[src/design/obd_response_line_decoder_assert.svh]
// Assertion macros used by the PID decoder module.
`ifndef OBD_RESPONSE_LINE_DECODER_ASSERT_SVH
`define OBD_RESPONSE_LINE_DECODER_ASSERT_SVH

// Same-cycle implication, sampled on clk, off during reset.
`define ORD_ASSERT_IMP(lbl, ante, cons, msg) \
  lbl: assert property (@(posedge clk) disable iff (!rst_n) (ante) |-> (cons)) \
    else $error(msg);

// Next-cycle implication, sampled on clk, off during reset.
`define ORD_ASSERT_NXT(lbl, ante, cons, msg) \
  lbl: assert property (@(posedge clk) disable iff (!rst_n) (ante) |=> (cons)) \
    else $error(msg);

`endif

[src/design/ord_pkg.sv]
// Types, constants and helper functions of the response line decoder.
package ord_pkg;

  localparam int NUM_PAT    = 6;
  localparam int PAT_MAXLEN = 11;
  localparam int NUM_PID    = 9;
  localparam int NUM_SLOT   = 3;

  localparam logic [1:0] CLS_FILTERED = 2'd0;
  localparam logic [1:0] CLS_DECODED  = 2'd1;
  localparam logic [1:0] CLS_RESP     = 2'd2;
  localparam logic [1:0] CLS_OTHER    = 2'd3;

  localparam logic [7:0] CH_NL  = 8'd10;
  localparam logic [7:0] CH_SP  = 8'd32;
  localparam logic [7:0] CH_4   = 8'h34;
  localparam logic [7:0] CH_1   = 8'h31;
  localparam logic [6:0] LEN_MAX = 7'd127;
  localparam logic [2:0] TOK_MAX = 3'd7;

  localparam logic [7:0] PID_04 = 8'h04;
  localparam logic [7:0] PID_05 = 8'h05;
  localparam logic [7:0] PID_06 = 8'h06;
  localparam logic [7:0] PID_07 = 8'h07;
  localparam logic [7:0] PID_0C = 8'h0C;
  localparam logic [7:0] PID_0D = 8'h0D;
  localparam logic [7:0] PID_0E = 8'h0E;
  localparam logic [7:0] PID_0F = 8'h0F;
  localparam logic [7:0] PID_21 = 8'h21;

  // AT, OK, >, ELM, SENDING..., BUS INIT...
  localparam logic [7:0] PAT_CHR [NUM_PAT][PAT_MAXLEN] = '{
    '{8'h41, 8'h54, 8'h00, 8'h00, 8'h00, 8'h00, 8'h00, 8'h00, 8'h00, 8'h00, 8'h00},
    '{8'h4F, 8'h4B, 8'h00, 8'h00, 8'h00, 8'h00, 8'h00, 8'h00, 8'h00, 8'h00, 8'h00},
    '{8'h3E, 8'h00, 8'h00, 8'h00, 8'h00, 8'h00, 8'h00, 8'h00, 8'h00, 8'h00, 8'h00},
    '{8'h45, 8'h4C, 8'h4D, 8'h00, 8'h00, 8'h00, 8'h00, 8'h00, 8'h00, 8'h00, 8'h00},
    '{8'h53, 8'h45, 8'h4E, 8'h44, 8'h49, 8'h4E, 8'h47, 8'h2E, 8'h2E, 8'h2E, 8'h00},
    '{8'h42, 8'h55, 8'h53, 8'h20, 8'h49, 8'h4E, 8'h49, 8'h54, 8'h2E, 8'h2E, 8'h2E}
  };
  localparam logic [6:0] PAT_LEN [NUM_PAT] = '{7'd2, 7'd2, 7'd1, 7'd3, 7'd10, 7'd11};
  localparam logic [NUM_PAT-1:0] PAT_PREFIX = 6'b001001;

  typedef struct packed {
    logic [1:0] cls;
    logic       pid_ok;
    logic [7:0] pid;
    logic       ab_ok;
    logic [7:0] a;
    logic [7:0] b;
  } ord_line_t;

  function automatic logic [7:0] pat_chr(input int k, input logic [6:0] pos);
    logic [7:0] r;
    r = 8'h00;
    if (pos < 7'(PAT_MAXLEN)) r = PAT_CHR[k][pos[3:0]];
    return r;
  endfunction

  function automatic logic is_ws(input logic [7:0] c);
    return (c == CH_SP) || (c >= 8'd9 && c <= 8'd13) || (c == 8'h85) || (c == 8'hA0);
  endfunction

  function automatic logic is_hex(input logic [7:0] c);
    return (c >= 8'h30 && c <= 8'h39) || (c >= 8'h41 && c <= 8'h46) ||
           (c >= 8'h61 && c <= 8'h66);
  endfunction

  function automatic logic [3:0] hex_val(input logic [7:0] c);
    logic [7:0] d;
    d = c - 8'h30;
    if (c >= 8'h41 && c <= 8'h46) d = c - 8'h37;
    if (c >= 8'h61 && c <= 8'h66) d = c - 8'h57;
    return d[3:0];
  endfunction

endpackage

[src/design/ord_if.sv]
// Valid/ready channel interfaces for characters and decoded results.
interface ord_in_if;
  logic       valid;
  logic       ready;
  logic [7:0] rx_char;
  modport source (output valid, output rx_char, input ready);
  modport sink (input valid, input rx_char, output ready);
endinterface

interface ord_out_if;
  logic               valid;
  logic               ready;
  logic        [1:0]  line_class;
  logic        [7:0]  pid;
  logic signed [16:0] value;
  logic               changed;
  modport source (output valid, output line_class, output pid, output value,
                  output changed, input ready);
  modport sink (input valid, input line_class, input pid, input value,
                input changed, output ready);
endinterface

[src/design/obd_response_line_decoder.sv]
// Top level of the OBD-II mode 01 response line decoder.
//
//  channel | dir | word                                   | handshake
//  in_ch   | in  | rx_char[7:0]                           | valid/ready
//  out_ch  | out | line_class[1:0] pid[7:0] value[16:0] changed | valid/ready
//
// One character is taken per cycle unless the pipeline stalls; a line's newline goes
// through the character register, line summary register and result register in turn.
// Synchronous active-low reset clears line state and all nine stored values.
// A stalled result holds; characters keep flowing until the summary stage is full.
module obd_response_line_decoder import ord_pkg::*; (
  input logic       clk,
  input logic       rst_n,
  ord_in_if.sink    in_ch,
  ord_out_if.source out_ch
);

  logic      sum_valid, sum_ready;
  ord_line_t sum_data;

  ord_line_parser u_parser (
    .clk       (clk),
    .rst_n     (rst_n),
    .in_ch     (in_ch),
    .sum_valid (sum_valid),
    .sum_ready (sum_ready),
    .sum_data  (sum_data)
  );

  ord_pid_decoder u_decoder (
    .clk       (clk),
    .rst_n     (rst_n),
    .sum_valid (sum_valid),
    .sum_ready (sum_ready),
    .sum_data  (sum_data),
    .out_ch    (out_ch)
  );

endmodule

[src/design/ord_line_parser.sv]
// Per-character line state: trimming, filter patterns, tokens, line summary.
module ord_line_parser import ord_pkg::*; (
  input  logic      clk,
  input  logic      rst_n,
  ord_in_if.sink    in_ch,
  output logic      sum_valid,
  input  logic      sum_ready,
  output ord_line_t sum_data
);

  logic [7:0]         chr_r;
  logic               chv_r;
  logic               sum_v_r, sum_v_nxt;
  ord_line_t          sum_d_r, sum_d_nxt;

  logic [6:0]         tl_r, tl_nxt;
  logic [NUM_PAT-1:0] pf_r, pf_nxt;
  logic               hdr_r, hdr_nxt;
  logic [2:0]         ti_r, ti_nxt;
  logic               acc_v_r, acc_v_nxt;
  logic [7:0]         acc_val_r, acc_val_nxt;
  logic [NUM_SLOT-1:0] tok_v_r, tok_v_nxt;
  logic [7:0]         tok_val_r [NUM_SLOT];
  logic [7:0]         tok_val_nxt [NUM_SLOT];
  logic [6:0]         run_len_r, run_len_nxt;
  logic               run_all_sp_r, run_all_sp_nxt;
  logic               run_has_sp_r, run_has_sp_nxt;
  logic               run_ns_before_r, run_ns_before_nxt;
  logic               run_ns_since_r, run_ns_since_nxt;
  logic [2:0]         run_mid_r, run_mid_nxt;
  logic [NUM_PAT-1:0] pend_kill_r, pend_kill_nxt;

  logic               s2_free, s1_adv;
  logic [7:0]         p_sum;
  logic [6:0]         p;
  logic [3:0]         t_sum;
  logic [2:0]         ti_f;
  logic               filtered, av;

  assign s2_free     = !sum_v_r || sum_ready;
  assign s1_adv      = chv_r && s2_free;
  assign in_ch.ready = !chv_r || s2_free;
  assign sum_valid   = sum_v_r;
  assign sum_data    = sum_d_r;

  assign p_sum = {1'b0, tl_r} + {1'b0, run_len_r};
  assign p     = p_sum[7] ? LEN_MAX : p_sum[6:0];

  always_comb begin
    tl_nxt = tl_r;
    pf_nxt = pf_r;
    hdr_nxt = hdr_r;
    ti_nxt = ti_r;
    acc_v_nxt = acc_v_r;
    acc_val_nxt = acc_val_r;
    tok_v_nxt = tok_v_r;
    tok_val_nxt = tok_val_r;
    run_len_nxt = run_len_r;
    run_all_sp_nxt = run_all_sp_r;
    run_has_sp_nxt = run_has_sp_r;
    run_ns_before_nxt = run_ns_before_r;
    run_ns_since_nxt = run_ns_since_r;
    run_mid_nxt = run_mid_r;
    pend_kill_nxt = pend_kill_r;
    sum_v_nxt = sum_v_r && !sum_ready;
    sum_d_nxt = sum_d_r;
    t_sum = '0;
    ti_f = '0;
    filtered = 1'b0;
    av = 1'b0;
    if (s1_adv) begin
      if (chr_r == CH_NL) begin
        if (tl_r != 7'd0) begin
          // close the last token, then summarize the line
          for (int s = 0; s < NUM_SLOT; s++) begin
            if (ti_r == 3'(s + 1)) begin
              tok_v_nxt[s] = acc_v_r;
              tok_val_nxt[s] = acc_val_r;
            end
          end
          ti_f = (ti_r == TOK_MAX) ? TOK_MAX : ti_r + 3'd1;
          for (int k = 0; k < NUM_PAT; k++) begin
            if (pf_r[k] && (PAT_PREFIX[k] ? (tl_r >= PAT_LEN[k]) : (tl_r == PAT_LEN[k])))
              filtered = 1'b1;
          end
          sum_v_nxt = 1'b1;
          sum_d_nxt.cls = filtered ? CLS_FILTERED :
                          (hdr_r && tl_r >= 7'd2) ? CLS_RESP : CLS_OTHER;
          sum_d_nxt.pid_ok = (ti_f >= 3'd2) && tok_v_nxt[0];
          sum_d_nxt.pid = tok_val_nxt[0];
          sum_d_nxt.ab_ok = (ti_f >= 3'd3) && tok_v_nxt[0] && tok_v_nxt[1];
          sum_d_nxt.a = tok_val_nxt[1];
          sum_d_nxt.b = ((ti_f >= 3'd4) && tok_v_nxt[2]) ? tok_val_nxt[2] : 8'd0;
        end
        tl_nxt = '0;
        pf_nxt = '1;
        hdr_nxt = 1'b0;
        ti_nxt = '0;
        acc_v_nxt = 1'b0;
        acc_val_nxt = '0;
        tok_v_nxt = '0;
        run_len_nxt = '0;
        run_all_sp_nxt = 1'b1;
        run_has_sp_nxt = 1'b0;
        run_ns_before_nxt = 1'b0;
        run_ns_since_nxt = 1'b0;
        run_mid_nxt = '0;
        pend_kill_nxt = '0;
      end else if (is_ws(chr_r)) begin
        if (tl_r != 7'd0) begin
          for (int k = 0; k < NUM_PAT; k++) begin
            if (p < PAT_LEN[k] && pat_chr(k, p) != CH_SP) pend_kill_nxt[k] = 1'b1;
          end
          if (chr_r == CH_SP) begin
            if (!run_has_sp_r) run_has_sp_nxt = 1'b1;
            else if (run_ns_since_r && run_mid_r < 3'd7) run_mid_nxt = run_mid_r + 3'd1;
            run_ns_since_nxt = 1'b0;
          end else begin
            run_all_sp_nxt = 1'b0;
            if (!run_has_sp_r) run_ns_before_nxt = 1'b1;
            else run_ns_since_nxt = 1'b1;
          end
          if (run_len_r != LEN_MAX) run_len_nxt = run_len_r + 7'd1;
        end
      end else begin
        if (tl_r == 7'd0) begin
          acc_v_nxt = 1'b1;
          acc_val_nxt = 8'd0;
          hdr_nxt = (chr_r == CH_4);
        end else if (run_len_r != 7'd0) begin
          // white-space run inside the line
          for (int k = 0; k < NUM_PAT; k++) begin
            if (pend_kill_r[k] || (!run_all_sp_r && tl_r < PAT_LEN[k])) pf_nxt[k] = 1'b0;
          end
          if (tl_r < 7'd2) hdr_nxt = 1'b0;
          if (!run_has_sp_r) begin
            acc_v_nxt = 1'b0;
          end else begin
            av = acc_v_r && !run_ns_before_r;
            for (int s = 0; s < NUM_SLOT; s++) begin
              if (ti_r == 3'(s + 1)) begin
                tok_v_nxt[s] = av;
                tok_val_nxt[s] = acc_val_r;
              end else if (ti_r < 3'(s + 1) &&
                           4'(s + 1) <= ({1'b0, ti_r} + {1'b0, run_mid_r})) begin
                tok_v_nxt[s] = 1'b0;
              end
            end
            t_sum = {1'b0, ti_r} + {1'b0, run_mid_r} + 4'd1;
            ti_nxt = t_sum[3] ? TOK_MAX : t_sum[2:0];
            acc_v_nxt = !run_ns_since_r;
            acc_val_nxt = 8'd0;
          end
        end
        if (p == 7'd1 && hdr_nxt) hdr_nxt = (chr_r == CH_1);
        for (int k = 0; k < NUM_PAT; k++) begin
          if (p < PAT_LEN[k]) begin
            if (pat_chr(k, p) != chr_r) pf_nxt[k] = 1'b0;
          end else if (!PAT_PREFIX[k]) begin
            pf_nxt[k] = 1'b0;
          end
        end
        if (!is_hex(chr_r)) begin
          acc_v_nxt = 1'b0;
        end else if (acc_v_nxt) begin
          if (acc_val_nxt[7:4] != 4'd0) acc_v_nxt = 1'b0;
          else acc_val_nxt = {acc_val_nxt[3:0], hex_val(chr_r)};
        end
        tl_nxt = (p == LEN_MAX) ? LEN_MAX : p + 7'd1;
        run_len_nxt = '0;
        run_all_sp_nxt = 1'b1;
        run_has_sp_nxt = 1'b0;
        run_ns_before_nxt = 1'b0;
        run_ns_since_nxt = 1'b0;
        run_mid_nxt = '0;
        pend_kill_nxt = '0;
      end
    end
  end

  always_ff @(posedge clk) begin
    if (!rst_n) begin
      chv_r <= 1'b0;
      sum_v_r <= 1'b0;
      tl_r <= '0;
      pf_r <= '1;
      hdr_r <= 1'b0;
      ti_r <= '0;
      acc_v_r <= 1'b0;
      tok_v_r <= '0;
      run_len_r <= '0;
      run_all_sp_r <= 1'b1;
      run_has_sp_r <= 1'b0;
      run_ns_before_r <= 1'b0;
      run_ns_since_r <= 1'b0;
      run_mid_r <= '0;
      pend_kill_r <= '0;
    end else begin
      if (in_ch.valid && in_ch.ready) chv_r <= 1'b1;
      else if (s1_adv) chv_r <= 1'b0;
      sum_v_r <= sum_v_nxt;
      tl_r <= tl_nxt;
      pf_r <= pf_nxt;
      hdr_r <= hdr_nxt;
      ti_r <= ti_nxt;
      acc_v_r <= acc_v_nxt;
      tok_v_r <= tok_v_nxt;
      run_len_r <= run_len_nxt;
      run_all_sp_r <= run_all_sp_nxt;
      run_has_sp_r <= run_has_sp_nxt;
      run_ns_before_r <= run_ns_before_nxt;
      run_ns_since_r <= run_ns_since_nxt;
      run_mid_r <= run_mid_nxt;
      pend_kill_r <= pend_kill_nxt;
    end
  end

  always_ff @(posedge clk) begin
    if (in_ch.valid && in_ch.ready) chr_r <= in_ch.rx_char;
    sum_d_r <= sum_d_nxt;
    acc_val_r <= acc_val_nxt;
    tok_val_r <= tok_val_nxt;
  end

endmodule

[src/design/ord_pid_decoder.sv]
// PID value decode, per-PID value store and the result register.
`include "obd_response_line_decoder_assert.svh"

module ord_pid_decoder import ord_pkg::*; (
  input  logic      clk,
  input  logic      rst_n,
  input  logic      sum_valid,
  output logic      sum_ready,
  input  ord_line_t sum_data,
  ord_out_if.source out_ch
);

  logic               out_v_r;
  logic [1:0]         cls_r;
  logic [7:0]         pid_r;
  logic signed [16:0] val_r;
  logic               chg_r;
  logic signed [16:0] store_r [NUM_PID];

  logic               load, known, is_dec;
  logic [3:0]         idx;
  logic [7:0]         a, b;
  logic signed [16:0] v;
  logic [14:0]        x04;
  logic [30:0]        p04;
  logic [11:0]        a9, m05;
  logic [27:0]        p05;
  logic               neg05, neg06;
  logic [7:0]         d06;
  logic [14:0]        m06;

  assign sum_ready = !out_v_r || out_ch.ready;
  assign load      = sum_valid && sum_ready;
  assign a = sum_data.a;
  assign b = sum_data.b;

  always_comb begin
    known = 1'b1;
    unique case (sum_data.pid)
      PID_04: idx = 4'd0;
      PID_05: idx = 4'd1;
      PID_06: idx = 4'd2;
      PID_07: idx = 4'd3;
      PID_0C: idx = 4'd4;
      PID_0D: idx = 4'd5;
      PID_0E: idx = 4'd6;
      PID_0F: idx = 4'd7;
      PID_21: idx = 4'd8;
      default: begin
        idx = 4'd0;
        known = 1'b0;
      end
    endcase
  end

  // x/255 and m/5 by reciprocal multiply, exact over these ranges
  assign x04   = 15'(a) * 15'd100;
  assign p04   = 31'(x04) * 31'h8081;
  assign a9    = {1'b0, a, 3'b000} + 12'(a);
  assign neg05 = a9 < 12'd200;
  assign m05   = neg05 ? 12'd200 - a9 : a9 - 12'd200;
  assign p05   = 28'(m05) * 28'hCCCD;
  assign neg06 = !a[7];
  assign d06   = a[7] ? a - 8'd128 : 8'd128 - a;
  assign m06   = 15'(d06) * 15'd100;

  always_comb begin
    unique case (sum_data.pid)
      PID_04: v = $signed({9'd0, p04[30:23]});
      PID_05, PID_0F: v = neg05 ? -$signed({7'd0, p05[27:18]}) : $signed({7'd0, p05[27:18]});
      PID_06, PID_07: v = neg06 ? -$signed({9'd0, m06[14:7]}) : $signed({9'd0, m06[14:7]});
      PID_0C: v = $signed({3'd0, a, b[7:2]});
      PID_0D: v = $signed({9'd0, a});
      PID_0E: v = neg06 ? -$signed({10'd0, d06[7:1]}) : $signed({10'd0, d06[7:1]});
      PID_21: v = $signed({1'b0, a, b});
      default: v = '0;
    endcase
  end

  assign is_dec = (sum_data.cls == CLS_RESP) && sum_data.ab_ok && known;

  always_ff @(posedge clk) begin
    if (!rst_n) begin
      out_v_r <= 1'b0;
      for (int i = 0; i < NUM_PID; i++) store_r[i] <= '0;
    end else begin
      if (load) out_v_r <= 1'b1;
      else if (out_ch.ready) out_v_r <= 1'b0;
      if (load && is_dec) store_r[idx] <= v;
    end
  end

  always_ff @(posedge clk) begin
    if (load) begin
      cls_r <= is_dec ? CLS_DECODED : sum_data.cls;
      pid_r <= (sum_data.cls == CLS_RESP && sum_data.pid_ok) ? sum_data.pid : 8'd0;
      val_r <= is_dec ? v : '0;
      chg_r <= is_dec && (store_r[idx] != v);
    end
  end

  assign out_ch.valid      = out_v_r;
  assign out_ch.line_class = cls_r;
  assign out_ch.pid        = pid_r;
  assign out_ch.value      = val_r;
  assign out_ch.changed    = chg_r;

  `ORD_ASSERT_IMP(a_value_only_decoded, out_v_r && cls_r != CLS_DECODED, val_r == '0 && !chg_r, "value or changed set on a line that was not decoded")
  `ORD_ASSERT_IMP(a_pid_only_resp, out_v_r && (cls_r == CLS_FILTERED || cls_r == CLS_OTHER), pid_r == 8'd0, "pid set on a non-response line")
  `ORD_ASSERT_NXT(a_store_written, load && is_dec, store_r[$past(idx)] == $past(v), "decoded value not stored")

endmodule
[src/flat_wrapper.sv]
// flat-port wrapper written by rule: the top's interface ports become plain ports
module obd_response_line_decoder_flat import ord_pkg::*;
  (clk, rst_n, in_ch_valid, in_ch_rx_char, in_ch_ready, out_ch_valid, out_ch_line_class, out_ch_pid, out_ch_value, out_ch_changed, out_ch_ready);
  ord_in_if in_ch_i ();
  ord_out_if out_ch_i ();
  input logic clk;
  input logic rst_n;
  input wire logic [$bits(in_ch_i.valid)-1:0] in_ch_valid;
  input wire logic [$bits(in_ch_i.rx_char)-1:0] in_ch_rx_char;
  output wire logic [$bits(in_ch_i.ready)-1:0] in_ch_ready;
  output wire logic [$bits(out_ch_i.valid)-1:0] out_ch_valid;
  output wire logic [$bits(out_ch_i.line_class)-1:0] out_ch_line_class;
  output wire logic [$bits(out_ch_i.pid)-1:0] out_ch_pid;
  output wire logic [$bits(out_ch_i.value)-1:0] out_ch_value;
  output wire logic [$bits(out_ch_i.changed)-1:0] out_ch_changed;
  input wire logic [$bits(out_ch_i.ready)-1:0] out_ch_ready;
  assign in_ch_i.valid = in_ch_valid;
  assign in_ch_i.rx_char = in_ch_rx_char;
  assign in_ch_ready = in_ch_i.ready;
  assign out_ch_valid = out_ch_i.valid;
  assign out_ch_line_class = out_ch_i.line_class;
  assign out_ch_pid = out_ch_i.pid;
  assign out_ch_value = out_ch_i.value;
  assign out_ch_changed = out_ch_i.changed;
  assign out_ch_i.ready = out_ch_ready;
  obd_response_line_decoder u_core (.clk(clk), .rst_n(rst_n), .in_ch(in_ch_i), .out_ch(out_ch_i));
endmodule
[config.mk]
export PLATFORM = sky130hd
export DESIGN_NAME = obd_response_line_decoder_flat
export DESIGN_NICKNAME = d
export VERILOG_FILES = /design/src/design/ord_pkg.sv /design/src/design/ord_if.sv /design/src/design/obd_response_line_decoder.sv /design/src/design/ord_line_parser.sv /design/src/design/ord_pid_decoder.sv /design/src/flat_wrapper.sv
export VERILOG_INCLUDE_DIRS = /design/src /design/src/design
export SDC_FILE = /design/constraint.sdc
export NUM_CORES = 1
export LEC_CHECK = 0
export BUFFER_PORTS_ARGS = -buffer_cell sky130_fd_sc_hd__buf_2
export CAP_MARGIN = 20
export CORE_MARGIN = 5
export CORE_UTILIZATION = 45
export DETAILED_ROUTE_END_ITERATION = 10
export PLACE_DENSITY = 0.64
export SETUP_SLACK_MARGIN = 0.2
export SLEW_MARGIN = 5
export SYNTH_ARGS = -nofsm -noshare
export SYNTH_HDL_FRONTEND = slang
export SYNTH_SLANG_ARGS = --single-unit
export TNS_END_PERCENT = 100
[constraint.sdc]
create_clock -name clk -period 12.4 [get_ports clk]
set_input_delay 3.72 -clock clk [delete_from_list [all_inputs] [get_ports clk]]
set_output_delay 3.72 -clock clk [all_outputs]
set_load 0.03 [all_outputs]
[After elaboration in Yosys (flattened, before gate mapping)]
Memory sizes are Yosys's and may differ from the RTL's.
Index checks and enable logic that the tools add are counted.
Widths: inputs -> output; s select.
Word-level totals
  flip-flop bits (word level): 140
  memory bits (writable): 153
  bits in read-only memories: 768
  input port bits: 12
  output and inout bits: 30
  logic and storage cells: 505
  memories kept: 7
Cells by class
  add/sub/neg operators: 18
  $mul: 4
  order comparisons: 32
  eq/ne operators: 69
  muxes and demuxes: 232
  bitwise gates (word level): 1
  reduce and logical (&&, ||, !) cells: 100
Memories
  u_core.u_decoder.store_r: depth 9, width 17, read ports 1, clocked after memory_dff 0, wr ports 9, RTL line ord_pid_decoder.sv:18  | logic signed [16:0] store_r [NUM_PID];
  (name not given): depth 16, width 8, read ports 1, clocked after memory_dff 0, wr ports 0, RTL line ord_pkg.sv:55  | if (pos < 7'(PAT_MAXLEN)) r = PAT_CHR[k][pos[3:0]];
  (name not given): depth 16, width 8, read ports 1, clocked after memory_dff 0, wr ports 0, RTL line ord_pkg.sv:55
  (name not given): depth 16, width 8, read ports 1, clocked after memory_dff 0, wr ports 0, RTL line ord_pkg.sv:55
  (name not given): depth 16, width 8, read ports 1, clocked after memory_dff 0, wr ports 0, RTL line ord_pkg.sv:55
  (name not given): depth 16, width 8, read ports 1, clocked after memory_dff 0, wr ports 0, RTL line ord_pkg.sv:55
  1 more memories
Operator list (count)
  $mux 8: 80
  $mux 24: 6
  $pmux 17 s7: 1
  $mux 1: 103
  $mux 17: 4
  $mux 7: 8
  $mux 3: 18
  $ne 8x6->1 const B: 6
  $ne 8x8->1: 6
  $mux 6: 7
  $logic_and 1x1->1: 41
  $eq 8x4->1 const B: 5
  $ne 4x3->1 const B: 9
  $reduce_and 3->1: 11
  $eq 8x3->1 const B: 4
  $eq 8x6->1 const B: 4
  $pmux 4 s8: 1
  $reduce_and 5->1: 6
  $mul 13x16->29 const B: 1
  $lt 7x2->1 const B: 4
  $lt 7x4->1 const B: 4
  $mul 12x16->28 const B: 1
  $ne 3x2->1 const B: 9
  $mul 8x5->13 const B: 2
  63 further kinds: 115

[Logic depth before layout (Yosys ltp)]
Gate-level depths: netlist of run 1.
  depth after elaboration: 17
  depth in mapped cells: 40

[By module]
From an unflattened synthesis of run 1, not the netlist that was laid out.
Second synthesis, totals
  cells, all modules: 2438
  area total of the unflattened synthesis: 23435.0 um^2
Modules (own cells, without submodules)
  ord_pid_decoder: times used 1, cells each 1781, area an instance 16920.0 um^2, sequential area each 6686.4 um^2
  ord_line_parser: times used 1, cells each 657, area an instance 6515.0 um^2, sequential area each 2882.8 um^2

[Least setup slack after synthesis of run 1]
Ideal clock, no wire load.
  path type: reg-to-reg
  start point: register u_core.u_parser.sum_d_r (netlist bit u_core.u_parser.sum_data[8])
  end point: register u_core.u_decoder.chg_r (netlist: u_core.u_decoder.out_ch.changed) (data pin)
  library setup time: 0.272 ns
  data arrival time: 9.008 ns
  data required time: 12.128 ns
  path slack: 3.121 ns
  cell stages (with the launch flop): 39
  path buffers: 0
  clock period less this slack: 9.279 ns
  cells stage by stage: edfxtp_1 > ha_1 > inv_1 > fa_1 > nand2b_1 > a21oi_2 > xnor2_1 > o31ai_1 > nor2_2 > mux2_2 > mux2i_1 > a22oi_1 > xnor2_1 > and2_1 > inv_1 > fa_1 > inv_1 > fa_1 > [... 3 more ...] > inv_1 > ha_1 > a21oi_1 > o211ai_1 > a211oi_1 > or3_1 > and2_1 > ha_1 > inv_1 > or4_4 > or4_4 > nand2_2 > and3_4 > inv_4 > xnor2_2 > nand2_1 > nor4_2 > a41oi_2
Between the ends
  longest elaborated chain between the ends: 9
Ends and longest elaborated chain
  from (decl): RTL line ord_line_parser.sv:14  | ord_line_t sum_d_r, sum_d_nxt;
  from (signal assigned): RTL line ord_line_parser.sv:220  | sum_d_r <= sum_d_nxt;
  $add 11x8->12: RTL line ord_pid_decoder.sv:59  | assign a9 = {1'b0, a, 3'b000} + 12'(a);
  $sub 12x8->12 (tied with other cells): RTL line ord_pid_decoder.sv:61  | assign m05 = neg05 ? 12'd200 - a9 : a9 - 12'd200;
  $mux 12: RTL line ord_pid_decoder.sv:61
  $mul 12x16->28: RTL line ord_pid_decoder.sv:62  | assign p05 = 28'(m05) * 28'hCCCD;
  $neg 10->17: RTL line ord_pid_decoder.sv:70  | PID_05, PID_0F: v = neg05 ? -$signed({7'd0, p05[27:18]}) : $signed({7'd0, p05[27:18]});
  $mux 17: RTL line ord_pid_decoder.sv:70
  $pmux 17 s7 *: RTL line ord_pid_decoder.sv:68  | unique case (sum_data.pid)
  named net u_core.u_decoder.v[10]: RTL line ord_pid_decoder.sv:23  | logic signed [16:0] v;
  $ne 17x17->1 *: RTL line ord_pid_decoder.sv:98  | chg_r <= is_dec && (store_r[idx] != v);
  $logic_and 1x1->1 *: RTL line ord_pid_decoder.sv:98
  to (signal assigned): RTL line ord_pid_decoder.sv:98
  to (decl): RTL line ord_pid_decoder.sv:17  | logic chg_r;
The timed path passes the listed nets; every way through them passes the cells marked *.
A chain may end at the register's enable or synchronous reset.

[Final worst setup path of run 1]
  start point: register u_core.u_parser.sum_d_r (netlist bit u_core.u_parser.sum_data[11])
  end point: register u_core.u_decoder.chg_r (netlist: u_core.u_decoder.out_ch.changed) (data pin)
Between the ends
  longest elaborated chain between the ends: 9
Ends and longest elaborated chain (RTL line)
  $add 11x8->12: ord_pid_decoder.sv:59
  $sub 12x8->12 (tied with other cells): ord_pid_decoder.sv:61
  $mux 12: ord_pid_decoder.sv:61
  $mul 12x16->28: ord_pid_decoder.sv:62
  $neg 10->17: ord_pid_decoder.sv:70
  $mux 17: ord_pid_decoder.sv:70
  $pmux 17 s7 *: ord_pid_decoder.sv:68
  $ne 17x17->1 *: ord_pid_decoder.sv:98
  $logic_and 1x1->1 *: ord_pid_decoder.sv:98
Mark *: on every way between the ends. The rest lies on a longest branch, timed or not.

==> flow_summary.yaml, run 1 <==
clock_tree:
  cts_tree: "yes"
  clkTransAtPathRegs_ns: 0.06
  numCtsBuffers: 34
  cts.sinks: 309
  cts_hold_buf: 0
  root_buffer: "clkbuf_16"
  h-tree-depth: 2
  clk_latency_ns: 0.52
  cts-resized-gates: 0
  cts_buffer_depth: 3
  post_cts_buffers: 0
sta:
  relSlewSlack_pct: 27.49
  finalHoldViolCount: 0
  setup_violations: 0
  rsz0062_at_grt: "no"
  clock_skew_ns: 0.02091
  fin_crit_sh_pct: 87.45
  fmax_mhz: 92.22
  maxSlewViolCount: 0
  worst_slew_pin_slew_ns: 1.084
  tns_ns: 0
  post-route-min-period_ns: 10.84
worst_setup_path:
  crit_path_start_kind: "flip-flop"
  max_stage_delay_ns: 0.66
  crit_path_frequent_cell: "inv_1"
  rr_worst_depth: 36
  arrival_ns: 11.10
  regToRegSetupSlack_ns: 1.56
  worstPathMaxFanout: 22
  path_class: "reg -> reg"
  crit_required_ns: 12.65
  reg2reg_from: "u_core.u_parser.sum_data[11]"
  end_kind: "flip-flop"
  worst_path_max_delay_cell: "edfxtp_1"
  r2r-end: "u_core.u_decoder.out_ch.changed"
routing:
  dr_wl_met2_um: 27560
  drt_iter0_markers: 1500
  maxUsedRoutingLayer: "met4"
  wl_met1_um: 26370
  wl_per_cell_um: 19.96
  drcViolationCount: 0
  dr.pass1.iters: 8
  num_vias: 17830
  post_drt_via_cell_ratio: 5.877
  routed_wl_um: 60560
  route.met3.wl_um: 4701
  final_antenna_net_count: 0
cells_and_area:
  drive_gt1_share_pct: 8.523
  final_common_cell: "nor2_1"
  ff_latch_area_mm2: 0.008848
  nFillCells: 4557
  final_area_mm2: 0.02443
  multi_input_area_mm2: 0.01260
  fin_nets: 2626
  layout_common_cells: "285 x nor2_1, 266 x edfxtp_1, 217 x ha_1"
  final_core_util_pct: 49.71
  diodes: 0
  area_growth_syn_to_layout_pct: 9.015
place:
  hpwl_um: 43200
  placed_cell_area_mm2: 0.02337
  place.gp.congestion: 0.8947
  portBuffers: 41
global_routing:
  grt_max_degree: 65
  overflow: 0
  grt_use_total_pct: 22.03
  grt_pass1_wl_um: 95990
  antenna_found_initial: 0
  grt_pass1_vias: 17650
synth:
  ys_seq_area_share_pct: 39.48
  yosys_register_bits: 309
  yosys.area_share.adder_pct: 16.67
  synth.distinct_cells: 107
  synth_top_family_by_area: "simple AND/OR/NAND/NOR gates"
  yosys_warnings: 0
  synthArstFlopShare_pct: 0
  synthXorXnorAreaFrac_pct: 3.623
  synth-compound-area-share_pct: 14.89
  synth_area_mm2: 0.02241
  yosys-mux-area-fraction_pct: 3.333
  synth_area_per_cell_um2: 9.707
  syn_inst: 2309
  synth_edf_count: 266
  synth_top_flop_cell: "edfxtp_1"
  synthSimpleGateAreaFrac_pct: 16.85
power_and_ir_drop:
  leakagePower_nw: 9.789
  finalPower_mw: 2.264
  ir_worst_vdd_mv: 0.1119
  p_per_area_mw_per_mm2: 92.64
worst_hold_path:
  hold_end: "u_core.u_parser.pf_r[2]"
  hp-start: "u_core.u_parser.pf_r[2]"
  hold_path.class: "reg -> reg"
  hold_path_depth: 1
die:
  rows: 81
  fp.dieH_um: 233.2
  pin_count: 42
  die_x_um: 233.2
  initial_core_util_pct: 45.60
  die_area_mm2: 0.05437
  core_mm2: 0.04915
flow_run:
  drv_cap: 0
outcome:
  status: "complete, no violations"
-- metrics by stage --
stage	setup WS (ns)	hold WS (ns)	std cells
after floorplan	3.121	0.4263	2347
final	1.556	0.4582	3034
after global placement	1.911	0.4481	2972
after CTS	1.657	0.4627	3032
after detailed placement	1.661	0.4460	2972
after global routing	0.8486	0.4854	3034
-- registers in the layout, summed over array words and instances (netlist names), 2 cells and up --
name and flops:
u_core.u_decoder.out_ch.line_class 2, u_core.u_decoder.out_ch.pid 8, u_core.u_decoder.out_ch.value 17, u_core.u_decoder.store_r 170, u_core.u_parser.acc_val_r 8, u_core.u_parser.chr_r 8
u_core.u_parser.pend_kill_r 5, u_core.u_parser.pf_r 6, u_core.u_parser.run_len_r 7, u_core.u_parser.run_mid_r 3, u_core.u_parser.sum_data 28, u_core.u_parser.ti_r 3
u_core.u_parser.tl_r 7, u_core.u_parser.tok_v_r 3, u_core.u_parser.tok_val_r 24
-- worst max-delay path: cells and delay by family (launching register included) --
family	cells	cell delay, ns
mux	2	0.49
compound gates	8	2.46
buf+inv	6	0.41
xor+xnor	3	0.86
simple gates	9	2.33
flops	1	0.66
fa+ha+maj	8	3.35
-- cell usage after synthesis, drive strengths merged, types with 5 or more instances --
library cell | instances | area [µm²]
a21o | 22 | 165.2
o221a | 5 | 56.30
a222oi | 5 | 50.05
a21oi | 138 | 732.0
o21a | 12 | 91.34
o21ai | 82 | 414.2
o21bai | 5 | 37.54
xnor2 | 57 | 514.2
and2 | 29 | 181.4
xor2 | 34 | 297.8
nor2 | 286 | 1076
o22ai | 17 | 112.6
nand3 | 68 | 340.3
nor3 | 32 | 187.7
nor4 | 12 | 81.33
ha | 217 | 2715
clkbuf | 77 | 314.0
o221ai | 28 | 251.5
and3 | 17 | 112.6
buf | 26 | 126.4
mux2i | 51 | 510.5
nand2 | 186 | 700.7
or3 | 14 | 90.08
a211o | 6 | 53.80
o31ai | 9 | 86.33
or2 | 10 | 62.56
nand2b | 18 | 112.6
dfxtp | 43 | 860.8
a31oi | 54 | 337.8
nor2b | 62 | 387.9
fa | 51 | 1021
inv | 189 | 711.9
and4 | 8 | 71.32
o41ai | 6 | 52.55
o211ai | 17 | 137.6
a21boi | 6 | 45.04
a22oi | 9 | 67.56
a2111oi | 12 | 105.1
nand4 | 24 | 165.2
mux2 | 21 | 236.5
edfxtp | 266 | 7988
a211oi | 14 | 122.6
-- cell families (layout without fill, tap and decap cells) --
| family | after synthesis | after routing |
|---|---|---|
| other | 1 | 39 |
| DFF | 309 | 309 |
| and+or+nand+nor | 787 | 787 |
| buffers and inverters | 292 | 315 |
| adders and majority gates | 268 | 268 |
| xor gates and xnor gates | 91 | 91 |
| AOI/OAI and AO/OA | 489 | 489 |
| muxes | 72 | 72 |
-- metal layers --
layer  GRT usage (%)  vias up
li1                -     8334
met1           30.45     8645
met2           35.47      742
met3           3.574      110
met4           7.347        0
met5               0        -
-- layout make-up --
type	instances	area share, %
clock buffer	46	3.748
clock inverter	14	0.5377
timing repair buffer	66	1.628
inverter	189	2.914
tap	664	3.400
sequential	309	36.21
multi-input combinational	1746	51.56
-- report_power, final --
| part | switching, mW | total (mW) | leakage, nW | internal (mW) |
|---|---|---|---|---|
| logic | 0.0775 | 0.118 | 6.33 | 0.0402 |
| registers | 0.0220 | 1.18 | 2.95 | 1.15 |
| clock network | 0.423 | 0.970 | 0.509 | 0.547 |
-- worst max path at each step --
stage | startpoint | to | slack, ns | cells after the start
final | u_core.u_parser.sum_data[11] | u_core.u_decoder.out_ch.changed | 1.56 | 36
after global routing | u_core.u_parser.sum_data[11] | u_core.u_decoder.out_ch.changed | 0.85 | 36
after CTS | u_core.u_parser.sum_data[11] | u_core.u_decoder.out_ch.changed | 1.66 | 36
after detailed placement | u_core.u_parser.sum_data[11] | u_core.u_decoder.out_ch.changed | 1.66 | 36
after global placement | u_core.u_parser.sum_data[11] | u_core.u_decoder.out_ch.changed | 1.91 | 36
after floorplan | u_core.u_parser.sum_data[8] | u_core.u_decoder.out_ch.changed | 3.12 | 38
No activity file was read; power rests on OpenSTA's default activity.
==> inputs of run 2 (changes only) <==
Settings changed: PLACE_DENSITY 0.64 to 0.68, RECOVER_POWER set to 50.
Clock period 12.4 ns to 13.9 ns, I/O delays scaled along.
==> run 2 against run 1 <==
  * Largest cell class unchanged
  * Design area is 0.38% lower
  * Sequential cell count did not move
  * The run now ends with capacitance limit, slew limit left
  * Total power fell by 10%
  * Non-clock buffer count shrank 2
  * Sequential power is 11% lower
  * Combinational power shrank 11%
  * Critical path type unchanged
  * Fmax shrank 4.5%
  * Clock power decreased by 9.4%
  * Worst hold slack improved by 0.0091 ns
  * Die area did not move
==> flow_summary.yaml, run 2 (same netlist as run 1, synthesis figures left out) <==
outcome:
  status: "finished, violations left"
  violations: "capacitance limit, slew limit"
global_routing:
  grt_pass1_vias: 17450
  grt_max_degree: 72
  overflow: 0
  grt_use_total_pct: 21.72
  grtUsageMet3_pct: 2.856
  antenna_found_initial: 0
  met1_usage_pct: 30.01
  met2_usage_pct: 35.89
  grt_pass1_wl_um: 95380
  grt_busiest_layer: "met2"
clock_tree:
  cts_hold_buf: 0
  root_buffer: "clkbuf_16"
  h-tree-depth: 1
  numCtsBuffers: 29
  post_cts_buffers: 0
  cts_buffer_depth: 3
  cts.sinks: 309
  clkTransAtPathRegs_ns: 0.07
  clk_latency_ns: 0.59
  cts-resized-gates: 0
  cts_tree: "yes"
sta:
  tns_ns: 0
  relSlewSlack_pct: -145.4
  hold_ws_ns: 0.4673
  maxSlewViolCount: 184
  fmax_mhz: 88.08
  post-route-min-period_ns: 11.35
  rsz0062_at_grt: "no"
  clock_skew_ns: 0.02480
  finalHoldViolCount: 0
  fin_crit_sh_pct: 81.67
  setup_violations: 0
  worst_slew_pin_slew_ns: 3.680
place:
  hpwl_um: 42490
  portBuffers: 41
  place.gp.congestion: 0.9169
  placed_cell_area_mm2: 0.02335
routing:
  routed_wl_um: 59850
  dr.pass1.iters: 6
  final_antenna_net_count: 0
  wl_per_cell_um: 19.78
  drt_iter0_markers: 1401
  num_vias: 17600
  post_drt_via_cell_ratio: 5.816
  drcViolationCount: 0
worst_setup_path:
  cp.buffers_inverters: 6
  max_stage_delay_ns: 0.83
  worstPathMaxFanout: 16
  crit_required_ns: 14.15
  worst_path_max_delay_cell: "edfxtp_1"
  crit_path_frequent_cell: "inv_1"
  crit_path_start_kind: "flip-flop"
  end_kind: "flip-flop"
  path_class: "reg -> reg"
  path_delay_family: "adder cells"
  arrival_ns: 11.60
die:
  die_area_mm2: 0.05437
  initial_core_util_pct: 45.60
  rows: 81
  die_x_um: 233.2
  core_mm2: 0.04915
  fp.dieH_um: 233.2
  pin_count: 42
power_and_ir_drop:
  finalPower_mw: 2.032
  p_per_area_mw_per_mm2: 83.46
  leakagePower_nw: 9.678
  ir_worst_vdd_mv: 0.1060
cells_and_area:
  layout_common_cells: "285 x nor2_1, 266 x edfxtp_1, 217 x ha_1"
  final_common_cell: "nor2_1"
  fin_nets: 2619
  drive_gt1_share_pct: 6.435
  regMostFlops: "u_core.u_decoder.store_r"
  nFillCells: 4502
  area_growth_syn_to_layout_pct: 8.596
  diodes: 0
  final_area_mm2: 0.02434
  final_core_util_pct: 49.52
  largest_reg_flops: 170
flow_run:
  drv_cap: 4
worst_hold_path:
  hold_path.class: "reg -> reg"
run 2: changes by cell type in the layout (fill, tap and decap cells not counted), sizes merged:
cell / delta
bufinv: +6
buf: -37
clkinv: +1
clkbuf: +20
clkinvlp: +1
inv: +1
run 2: where the power goes:
group          total (mW)  internal [mW]  leakage (nW)  switching, mW
combinational       0.105         0.0357          6.22         0.0688
clock               0.879          0.517         0.512          0.362
sequential           1.05           1.03          2.95         0.0191
run 2: worst paths after layout:
kind                                from                              end  slack, ns  cells after the start
max          u_core.u_parser.sum_data[8]  u_core.u_decoder.out_ch.changed       2.55                     36
min              u_core.u_parser.pf_r[0]          u_core.u_parser.pf_r[0]       0.47                      1
min reg2reg      u_core.u_parser.pf_r[0]          u_core.u_parser.pf_r[0]       0.47                      1
max reg2reg  u_core.u_parser.sum_data[8]  u_core.u_decoder.out_ch.changed       2.55                     36
run 2: final cells by class:
class                           instances  area, µm²  area share, %
Multi-Input combinational cell       1746      12580          51.69
Sequential cell                       309       8848          36.35
Tap cell                              664      830.8          3.413
Clock buffer                           31      733.2          3.012
Inverter                              189      711.9          2.925
Timing Repair Buffer                   64      319.1          1.311
Clock inverter                         23      316.6          1.301
run 2: per-layer routing:
layer / wire (µm) / share of wire [%]
met4: 1767 / 3.0
met1: 25930 / 43
met5: 0 / 0
met2: 28010 / 47
met3: 4145 / 6.9
run 2: metrics by stage:
step / setup WS (ns) / instances
2_1_floorplan: 4.621 / 2347
3_3_place_gp: 3.133 / 2970
3_5_place_dp: 2.815 / 2971
4_1_cts: 2.769 / 3025
5_1_grt: 1.830 / 3026
6_report: 2.547 / 3026
